[config.mk]
export PLATFORM = sky130hd
export DESIGN_NAME = rgb_to_hsv_converter
export DESIGN_NICKNAME = d
export VERILOG_FILES = /design/src/sv/rth_pkg.sv /design/src/sv/rth_front.sv /design/src/sv/rth_div_cell.sv /design/src/sv/rgb_to_hsv_converter.sv
export SDC_FILE = /design/constraint.sdc
export NUM_CORES = 2
export LEC_CHECK = 0
export BUFFER_PORTS_ARGS = -buffer_cell sky130_fd_sc_hd__buf_2
export CAP_MARGIN = 10
export CORE_MARGIN = 2
export CORE_UTILIZATION = 60
export CTS_CLUSTER_SIZE = 10
export DETAILED_ROUTE_END_ITERATION = 6
export GPL_TIMING_DRIVEN = 0
export PLACE_DENSITY = 0.76
export SYNTH_ARGS = -nofsm -noshare
export SYNTH_HDL_FRONTEND = slang
export SYNTH_SLANG_ARGS = --single-unit
[constraint.sdc]
create_clock -name clk -period 34.2 [get_ports clk]
set_input_delay 1.71 -clock clk [delete_from_list [all_inputs] [get_ports clk]]
set_output_delay 1.71 -clock clk [all_outputs]
set_load 0.02 [all_outputs]
[src/sv/rth_pkg.sv]
// ----------------------------------------------------------------------------
// rth_pkg: shared types and constants of the RGB to HSV converter
// Holds the pixel and result payload types, the divider stage record and
// the widths that follow from the channel and fraction sizes.
// ----------------------------------------------------------------------------
package rth_pkg;

  localparam int CHANNEL_BITS  = 8;
  localparam int FRACTION_BITS = 16;

  // One integer bit plus the fraction bits come out of the divider chain.
  localparam int QUOT_BITS     = FRACTION_BITS + 1;
  // Hue divisor is six times the chroma.
  localparam int HUE_DIV_BITS  = CHANNEL_BITS + 3;
  // A partial remainder stays below twice its divisor.
  localparam int HUE_REM_BITS  = HUE_DIV_BITS + 1;
  localparam int SAT_REM_BITS  = CHANNEL_BITS + 1;
  // Signed width of the hue numerator before the absolute value.
  localparam int SUM_BITS      = CHANNEL_BITS + 5;
  // Number of divider cells, one per quotient bit.
  localparam int NUM_CELLS     = QUOT_BITS;

  localparam logic [FRACTION_BITS-1:0] FRAC_MAX = {FRACTION_BITS{1'b1}};

  typedef struct packed {
    logic [CHANNEL_BITS-1:0] red;
    logic [CHANNEL_BITS-1:0] green;
    logic [CHANNEL_BITS-1:0] blue;
  } pixel_t;

  typedef struct packed {
    logic [FRACTION_BITS-1:0] hue;
    logic [FRACTION_BITS-1:0] saturation;
    logic [CHANNEL_BITS-1:0]  brightness;
  } hsv_t;

  // State of both divisions as it travels down the chain of cells.
  typedef struct packed {
    logic [HUE_REM_BITS-1:0] hue_rem;
    logic [HUE_DIV_BITS-1:0] hue_div;
    logic [QUOT_BITS-1:0]    hue_quot;
    logic [SAT_REM_BITS-1:0] sat_rem;
    logic [CHANNEL_BITS-1:0] sat_div;
    logic [QUOT_BITS-1:0]    sat_quot;
    logic [CHANNEL_BITS-1:0] brightness;
  } div_stage_t;

endpackage

[src/sv/rth_front.sv]
// ----------------------------------------------------------------------------
// rth_front: channel ordering and divider setup
// Brings the largest channel to the top by conditional swaps, tracks the
// hue offset and registers dividends and divisors for the divider chain.
// ----------------------------------------------------------------------------
module rth_front import rth_pkg::*; (
  input  logic       clk,
  input  logic       rst_n,
  input  logic       in_valid,
  output logic       in_ready,
  input  pixel_t     in_data,
  output logic       out_valid,
  input  logic       out_ready,
  output div_stage_t out_data
);

  logic [CHANNEL_BITS-1:0]  top;
  logic [CHANNEL_BITS-1:0]  mid;
  logic [CHANNEL_BITS-1:0]  low;
  logic [CHANNEL_BITS-1:0]  swap;
  logic signed [3:0]        k6;
  logic [CHANNEL_BITS-1:0]  min_val;
  logic [CHANNEL_BITS-1:0]  chroma;
  logic signed [SUM_BITS-1:0] offset_term;
  logic signed [SUM_BITS-1:0] diff_term;
  logic signed [SUM_BITS-1:0] num_s;
  logic [SUM_BITS-1:0]      num_abs;
  logic [HUE_DIV_BITS-1:0]  hue_num;
  logic [HUE_DIV_BITS-1:0]  hue_div;
  logic [CHANNEL_BITS-1:0]  sat_div;
  div_stage_t               stage_nxt;
  div_stage_t               stage_r;
  logic                     valid_r;

  // Two swaps bring the largest channel to top; follow the offset in sixths.
  always_comb begin
    top  = in_data.red;
    mid  = in_data.green;
    low  = in_data.blue;
    swap = '0;
    k6   = 4'sd0;
    if (mid < low) begin
      swap = mid;
      mid  = low;
      low  = swap;
      k6   = -4'sd6;
    end
    if (top < mid) begin
      swap = top;
      top  = mid;
      mid  = swap;
      k6   = -4'sd2 - k6;
    end
  end

  // Chroma and the hue numerator as an absolute value.
  always_comb begin
    min_val     = (mid < low) ? mid : low;
    chroma      = top - min_val;
    offset_term = SUM_BITS'(k6) * $signed(SUM_BITS'(chroma));
    diff_term   = $signed(SUM_BITS'(mid)) - $signed(SUM_BITS'(low));
    num_s       = offset_term + diff_term;
    num_abs     = (num_s < 0) ? SUM_BITS'(-num_s) : SUM_BITS'(num_s);
  end

  // A zero divisor is replaced by one with a zero dividend, giving zero.
  always_comb begin
    if (chroma == '0) begin
      hue_num = '0;
      hue_div = HUE_DIV_BITS'(1);
    end else begin
      hue_num = num_abs[HUE_DIV_BITS-1:0];
      hue_div = (HUE_DIV_BITS'(chroma) << 2) + (HUE_DIV_BITS'(chroma) << 1);
    end
    sat_div = (top == '0) ? CHANNEL_BITS'(1) : top;
  end

  always_comb begin
    stage_nxt.hue_rem    = HUE_REM_BITS'(hue_num);
    stage_nxt.hue_div    = hue_div;
    stage_nxt.hue_quot   = '0;
    stage_nxt.sat_rem    = SAT_REM_BITS'(chroma);
    stage_nxt.sat_div    = sat_div;
    stage_nxt.sat_quot   = '0;
    stage_nxt.brightness = top;
  end

  // Stage register; it takes a transfer when empty or draining.
  assign in_ready = !valid_r || out_ready;

  always_ff @(posedge clk) begin
    if (!rst_n) begin
      valid_r <= 1'b0;
    end else if (in_ready) begin
      valid_r <= in_valid;
    end
  end

  always_ff @(posedge clk) begin
    if (in_valid && in_ready) begin
      stage_r <= stage_nxt;
    end
  end

  assign out_valid = valid_r;
  assign out_data  = stage_r;

endmodule

[src/sv/rth_div_cell.sv]
// ----------------------------------------------------------------------------
// rth_div_cell: one restoring division step for hue and saturation
// Develops one quotient bit of each division and hands the doubled partial
// remainder to the next cell.
// ----------------------------------------------------------------------------
module rth_div_cell import rth_pkg::*; (
  input  logic       clk,
  input  logic       rst_n,
  input  logic       in_valid,
  output logic       in_ready,
  input  div_stage_t in_data,
  output logic       out_valid,
  input  logic       out_ready,
  output div_stage_t out_data
);

  logic [HUE_REM_BITS-1:0] hue_div_ext;
  logic [HUE_REM_BITS-1:0] hue_diff;
  logic                    hue_bit;
  logic [SAT_REM_BITS-1:0] sat_div_ext;
  logic [SAT_REM_BITS-1:0] sat_diff;
  logic                    sat_bit;
  div_stage_t              stage_nxt;
  div_stage_t              stage_r;
  logic                    valid_r;

  // Compare, subtract when it fits, then double the remainder.
  always_comb begin
    hue_div_ext = HUE_REM_BITS'(in_data.hue_div);
    hue_bit     = in_data.hue_rem >= hue_div_ext;
    hue_diff    = hue_bit ? (in_data.hue_rem - hue_div_ext) : in_data.hue_rem;
    sat_div_ext = SAT_REM_BITS'(in_data.sat_div);
    sat_bit     = in_data.sat_rem >= sat_div_ext;
    sat_diff    = sat_bit ? (in_data.sat_rem - sat_div_ext) : in_data.sat_rem;

    stage_nxt            = in_data;
    stage_nxt.hue_rem    = hue_diff << 1;
    stage_nxt.hue_quot   = {in_data.hue_quot[QUOT_BITS-2:0], hue_bit};
    stage_nxt.sat_rem    = sat_diff << 1;
    stage_nxt.sat_quot   = {in_data.sat_quot[QUOT_BITS-2:0], sat_bit};
  end

  // Stage register; it takes a transfer when empty or draining.
  assign in_ready = !valid_r || out_ready;

  always_ff @(posedge clk) begin
    if (!rst_n) begin
      valid_r <= 1'b0;
    end else if (in_ready) begin
      valid_r <= in_valid;
    end
  end

  always_ff @(posedge clk) begin
    if (in_valid && in_ready) begin
      stage_r <= stage_nxt;
    end
  end

  assign out_valid = valid_r;
  assign out_data  = stage_r;

endmodule

[src/sv/rgb_to_hsv_converter.sv]
// ----------------------------------------------------------------------------
// rgb_to_hsv_converter: pipelined RGB to HSV pixel conversion
//
//   Channel | Direction | Payload | Handshake
//   in_     | input     | pixel_t | in_valid / in_ready
//   out_    | output    | hsv_t   | out_valid / out_ready
//
// One pixel is taken per clock while the output does not stall; each result
// passes one setup stage, then 17 divider cells, one quotient bit each.
// Reset clears only the stage valid bits; the pipeline is empty afterwards.
// Each stage holds while the stage after it is full and stalled, so a
// stalled output still lets pixels fill any empty stage upstream.
// ----------------------------------------------------------------------------
module rgb_to_hsv_converter import rth_pkg::*; (
  input  logic   clk,
  input  logic   rst_n,
  input  logic   in_valid,
  output logic   in_ready,
  input  pixel_t in_data,
  output logic   out_valid,
  input  logic   out_ready,
  output hsv_t   out_data
);

  logic       chain_valid [NUM_CELLS+1];
  logic       chain_ready [NUM_CELLS+1];
  div_stage_t chain_data  [NUM_CELLS+1];
  div_stage_t last_stage;

  // Channel ordering and divider setup.
  rth_front u_front (
    .clk       (clk),
    .rst_n     (rst_n),
    .in_valid  (in_valid),
    .in_ready  (in_ready),
    .in_data   (in_data),
    .out_valid (chain_valid[0]),
    .out_ready (chain_ready[0]),
    .out_data  (chain_data[0])
  );

  // Row of divider cells.
  for (genvar i = 0; i < NUM_CELLS; i++) begin : g_cell
    rth_div_cell u_cell (
      .clk       (clk),
      .rst_n     (rst_n),
      .in_valid  (chain_valid[i]),
      .in_ready  (chain_ready[i]),
      .in_data   (chain_data[i]),
      .out_valid (chain_valid[i+1]),
      .out_ready (chain_ready[i+1]),
      .out_data  (chain_data[i+1])
    );
  end

  assign chain_ready[NUM_CELLS] = out_ready;
  assign last_stage             = chain_data[NUM_CELLS];
  assign out_valid              = chain_valid[NUM_CELLS];

  // A set integer bit means the fraction reached one and saturates.
  always_comb begin
    out_data.hue        = last_stage.hue_quot[QUOT_BITS-1] ? FRAC_MAX
                          : last_stage.hue_quot[FRACTION_BITS-1:0];
    out_data.saturation = last_stage.sat_quot[QUOT_BITS-1] ? FRAC_MAX
                          : last_stage.sat_quot[FRACTION_BITS-1:0];
    out_data.brightness = last_stage.brightness;
  end

  // An empty output stage lets the whole row advance, so input is open.
  a_ready_when_empty: assert property (@(posedge clk) disable iff (!rst_n)
    !out_valid |-> in_ready)
    else $error("input stalled while the output stage is empty");

  // Black pixels carry neither saturation nor hue.
  a_black_pixel: assert property (@(posedge clk) disable iff (!rst_n)
    out_valid && (out_data.brightness == '0) |->
      (out_data.saturation == '0) && (out_data.hue == '0))
    else $error("black pixel with nonzero saturation or hue");

  // Zero saturation means zero chroma, which forces zero hue.
  a_gray_pixel: assert property (@(posedge clk) disable iff (!rst_n)
    out_valid && (out_data.saturation == '0) |-> (out_data.hue == '0))
    else $error("gray pixel with nonzero hue");

endmodule

======== Yosys cells after proc, flatten, opt, wreduce, memory -nomap -nowiden ========
Index checks and enable logic that the tools add are counted.
word-level totals
  register bits ........................... 1114
  bits of input ports ..................... 28
  output and inout port bits .............. 42
  word-level logic and storage cells ...... 343
operators by class
  add/sub/neg operators ................... 38
  $mul .................................... 1
  magnitude comparators ................... 38
  mux-type cells .......................... 42
  reduce and logical (&&, ||, !) cells .... 56
operators by type and width
  operator             count
  $ge 12x11->1         16
  $mux 11              17
  $sub 11x11->11       16
  $mux 8               21
  $ge 9x8->1           16
  $sub 8x8->8          17
  $mux 16              2
  $lt 8x8->1           3
  $logic_and 1x1->1    18
  $logic_not 1->1      18
  $logic_or 1x1->1     18
  $logic_not 8->1      2
  $add 13x9->13        1
  $lt 13x1->1 const B  1
  $mul 4x9->13         1
  $add 10x9->11        1
  $ge 11x11->1         1
  $neg 11->11          1
  $sub 8x8->9          1
  $ge 8x8->1           1
  $mux 4               2
  $sub 2x4->4 const A  1

======== Depth between registers and ports, before layout ========
  depth after elaboration ................. 20
  gate-level depth with buffers ........... 51
  gate-level depth less buffers ........... 45

======== Cells and area by module ========
Synthesis repeated with hierarchy kept, for this count alone.
unflattened totals
  cells, all modules ...................... 4966
  area total of the unflattened synthesis .. 69740.6 um^2
by module, submodules not included
  module                                 instances  cells an instance  area an instance (um^2)
  rth_div_cell at g_cell[13].u_cell ...  10         257                3792.4
  rth_div_cell at g_cell[0].u_cell ...   7          257                3794.9
  rth_front                              1          563                5029.8
  rgb_to_hsv_converter                   1          34                 222.7

======== Worst setup path before layout ========
No wires, ideal clock.
  kind .................................... in2reg
  start point ............................. input in_data[5] (netlist name)
  end point ............................... register u_front.stage_r (netlist bit u_front.out_data[77]), data pin
  setup time .............................. 256 ps
  arrival ................................. 11916 ps
  data required time ...................... 33944 ps
  slack ................................... 22028 ps
  stages on the path ...................... 47
  buffers on the path ..................... 6
  cells stage by stage .................... inv_1 ha_1 a211o_1 a21oi_2 o31ai_1 buf_6 a21oi_1 ha_1 a211o_1 o221a_2 nor3_2 inv_2 nand2_2 buf_2 buf_2 nand2_1 o21ai_0 ha_1 [11 not listed] xnor2_1 clkbuf_1 nor2_1 fa_1 inv_1 fa_1 fa_1 inv_1 ha_1 a21o_1 a21oi_1 o21a_1 nor2_1 o311a_1 nor3_1 buf_2 a21oi_1 a31o_2
on the way
  word-level cells in the longest chain between the ends .. 11
  elaborated cells on any way between the ends .. 19
ends and longest elaborated chain
  what                                        RTL line                    RTL
  start: declaration                          rgb_to_hsv_converter.sv:19  input pixel_t in_data,
  $lt 8x8->1                                  rth_front.sv:42             if (mid < low) begin
  $mux 8                                      rth_front.sv:42
  $lt 8x8->1                                  rth_front.sv:48             if (top < mid) begin
  $mux 8                                      rth_front.sv:48
  $lt 8x8->1                                  rth_front.sv:58             min_val = (mid < low) ? mid : low;
  $mux 8                                      rth_front.sv:58
  $sub 8x8->8                                 rth_front.sv:59             chroma = top - min_val;
  $mul 4x9->13                                rth_front.sv:60             offset_term = SUM_BITS'(k6) * $signed(SUM_BITS'(chroma));
  $add 13x9->13                               rth_front.sv:62             num_s = offset_term + diff_term;
  $neg 11->11 or $lt 13x1->1 (tied branches)  rth_front.sv:63             num_abs = (num_s < 0) ? SUM_BITS'(-num_s) : SUM_BITS'(num_s);
  $mux 11                                     rth_front.sv:63
  end signal: assignment                      rth_front.sv:101            stage_r <= stage_nxt;
  end: declaration                            rth_front.sv:32             div_stage_t stage_r;
Parallel ways exist; a longest one is shown, timed or not.
A chain may end at the register's enable or synchronous reset.

======== Worst setup path after layout ========
  start point ............................. input in_data[7] (netlist name)
  end point ............................... register u_front.stage_r (netlist bit u_front.out_data[77]), data pin
Same word-level chain as after synthesis.

==> impl_metrics.csv <==
group,metric,value,unit
cts,ctsHtreeMaxLevel,4,
power,p_sw_share,32.7,%
layout,layout-drive-gt1-share,13.1,%
global_route,grt_pass1_vias,32810,
yosys,synth_top_area_cell,"edfxtp_1",
global_route,grt_antenna_before_repair,0,
min_path,min_path_type,"reg -> reg",
global_route,grt-ovfl-total,0,
die,ios,70,
yosys,yosysMostFrequentCell,"edfxtp_1",
timing,tightest_slew,1.09,ns
timing,skew,0.0190,ns
timing,slew_headroom,25.4,%
power,pwr-share-seq,36.3,%
yosys,synth-async-reset-ratio,0,%
die,die_x,305,um
yosys,synth.top_cell.area_share,60.4,%
layout,antennaDiodeCount,0,
power,internal-power,3.05,mW
die,rows,110,
layout,n_fill_cell,6137,
drt,drt_pass1_iterations,5,
place,dp_hpwl,66400,um
worst_setup_path,worstSetupStartpointType,"input pin",
yosys,syn_inst,4137,
place,finalWeightedCongestion,0.857,
drt,wire_per_inst,16.8,um
worst_setup_path,critPathArrivalTime,14.04,ns
yosys,synth_edf_count,1096,
timing,rsz0062_at_grt,"false",
power,clockPowerShare,27.3,%
worst_setup_path,crit_required,34.66,ns
yosys,synth.ff_latch_count,1114,
worst_setup_path,critPathKind,"in -> reg",
cts,clk_path_buf_depth,3,
cts,holdBufCountCts,0,
yosys,ys.flop_type,"edfxtp_1",
yosys,synth-simple-area-share,8.29,%
global_route,grt_max_degree,39,
timing,clock.fmax,73.6,MHz
die,core_area,0.0900,mm^2
cts,clock_latency,0.72,ns
die,die_area,0.0933,mm^2
timing,final_max_slew_viol_count,0,
cts,cts_tree,"built",
layout,nNetsFinal,4828,
place,io_buffers,69,
cts,clock-sinks,1114,
yosys,synth-adder-area-share,10.7,%
worst_setup_path,cpPeakStageDelay,0.76,ns
yosys,syn_area_per_cell,13.2,um^2
timing,timing.setup.tns,0,ns
yosys,yosys.area_share.xor_xnor,2.47,%
power,combPwrFrac,36.4,%
cts,ctsResizeCount,0,
worst_setup_path,worst_setup_path_end_kind,"flop",
die,initial_utilization,60.6,%
timing,hold_viol_final,0,
yosys,syn_nets,4599,
die,die_y,305,um
yosys,ys_top_cells_by_area,"edfxtp_1 (60%), ha_1 (8.8%), mux2_2 (4.1%)",
flow_run,cap_violations,0,
drt,ant_nets,0,
yosys,synth.area.mux_share,5.14,%
yosys,ys_top_cells_by_count,"edfxtp_1 (1,096), inv_1 (541), ha_1 (382)",
global_route,grt_util_all_layers,20.5,%
yosys,ys_warn_count,0,
power,max-vdd-ir-drop,0.000443,V
yosys,synth_top_family_by_area,"adder cells",
yosys,ys_types,81,
cts,cts_buffers,131,
timing,post-route-period-util,39.7,%
layout,syn_to_final_growth,11.4,%
worst_setup_path,slowest_stage,"o41ai_1",
worst_setup_path,worstPathMaxFanout,10,
drt,num_vias,31224,
cts,post_cts_buffers,0,
worst_setup_path,critPathMostFrequentCell,"ha_1",
timing,finalCriticalPeriod,13.58,ns
power,p_per_area,74.5,mW/mm^2
worst_setup_path,worst-r2r-cell-count,11,
drt,first_iter_violations,1715,
yosys,seq_area_frac_synth,61.0,%
min_path,whs_path_depth,0,
power,power_switching,1.48,mW
timing,setup_viol,0,
yosys,synth_compound_area_share,8.12,%
global_route,grt_pass1_wl,156000,um
layout,post-route-util,67.5,%
yosys,synth_area,0.0545,mm^2
drt,wl,94000,um
outcome,status,"finished, final reports clean",
drt,drc,0,
cts,path_clk_slew,0.06,ns
drt,via_per_inst,5.59,
cts,root_buffer,"clkbuf_16",
power,p_leak,23.5,nW
[kinds of logic (layout without fill, tap and decap cells)]
| kind of cell | after synthesis | in the layout |
|---|---|---|
| muxes | 255 | 255 |
| xor gates and xnor gates | 153 | 153 |
| and+or+nand+nor | 921 | 921 |
| adders and majority gates | 434 | 434 |
| DFF | 1114 | 1114 |
| AOI/OAI and AO/OA | 663 | 663 |
| buffers and inverters | 597 | 865 |
[path summary, 6_finish.rpt]
check                           slack (ns)                                      end                               startpoint
worst min register to register        0.40   g_cell[2].u_cell.out_data[4]$_DFFE_PP_   g_cell[1].u_cell.out_data[4]$_DFFE_PP_
worst min-delay path                  0.40   g_cell[2].u_cell.out_data[4]$_DFFE_PP_   g_cell[1].u_cell.out_data[4]$_DFFE_PP_
worst max-delay path                 20.62       u_front.out_data[77]$_SDFFCE_PN0P_                               in_data[7]
worst max register to register       30.49  g_cell[6].u_cell.out_data[78]$_DFFE_PP_  g_cell[5].u_cell.out_data[61]$_DFFE_PP_
[worst max-delay path, delay by kind of cell]
kind,cells,cell delay (ns)
AOI/OAI and AO/OA,16,4.40
xor gates and xnor gates,1,0.20
adders and majority gates,8,3.07
buffers and inverters,11,2.38
and+or+nand+nor,12,2.28
[layout by cell type (no fill, tap or decap), types with 9 or more instances in the layout]
cell / Yosys / final
edfxtp_1: 1096 / 1096
inv_1: 541 / 541
ha_1: 382 / 382
nor2_1: 270 / 270
mux2_2: 198 / 198
nand2_1: 186 / 186
a21oi_1: 147 / 146
o21ai_0: 146 / 146
clkbuf_16: 0 / 133
buf_2: 20 / 89
nor2b_1: 94 / 84
xnor2_1: 83 / 83
xor2_1: 69 / 69
nand3_1: 60 / 60
mux2i_1: 56 / 56
a21boi_0: 58 / 52
fa_1: 52 / 52
nand2b_1: 51 / 51
o21a_1: 50 / 50
or2_2: 50 / 50
nor3_1: 49 / 49
a21o_1: 48 / 48
nand4_1: 48 / 48
clkbuf_1: 16 / 36
and2_1: 35 / 35
o211ai_1: 31 / 31
and3_1: 28 / 28
buf_12: 0 / 26
nor4_1: 25 / 25
o21ai_1: 20 / 20
a211oi_1: 18 / 18
dfxtp_1: 18 / 18
a21boi_1: 15 / 15
o311ai_0: 14 / 14
a31oi_1: 14 / 13
or3_1: 10 / 10
nor2b_4: 0 / 10
buf_4: 9 / 9
o2111a_1: 9 / 9
a311oi_1: 9 / 9
[power by group through the flow]
stage          logic [mW]  clock network [mW]  registers [mW]
5_1_grt              1.86                1.31            1.64
4_1_cts              1.64                1.26            1.64
6_report             1.65                1.24            1.64
3_3_place_gp         1.60                   0            1.67
3_5_place_dp         1.63                   0            1.67
2_1_floorplan        1.29                   0            1.66
[metrics by stage]
step / area [um^2] / setup WS, ns / hold WS [ns] / power (mW) / instances
finish: 60700 / 20.62 / 0.402 / 4.52 / 5581
global route: 60700 / 19.78 / 0.412 / 4.82 / 5581
global placement: 56300 / 19.92 / 0.402 / 3.27 / 5382
CTS: 60700 / 20.50 / 0.398 / 4.55 / 5580
detailed placement: 57000 / 19.78 / 0.405 / 3.30 / 5408
floorplan: 54500 / 22.03 / 0.400 / 2.95 / 4137
[flip-flops by register name, summed over array words and instances (netlist names)]
name / count
g_cell.u_cell.out_valid: 17
u_front.out_valid: 1
g_cell.u_cell.out_data: 1050
u_front.out_data: 46
[layout make-up]
class	instances	area (um^2)	area share, %
timing repair buffer	96	871	1.43
clock inverter	17	268	0.441
sequential	1114	33300	54.8
multi-input combinational	2426	19100	31.4
inverter	548	2060	3.39
buffer	49	265	0.437
clock buffer	155	3430	5.65
tap	1176	1470	2.42
[per-layer routing]
layer  GRT usage, %  up-vias  part of all wire (%)
met1           21.5    15029                    38
li1               -    15415                     -
met2           40.3      550                    56
met5              0        -                     0
met3           3.02      230                   2.7
met4           8.60        0                   3.6
No activity file was read; power rests on OpenSTA's default activity.
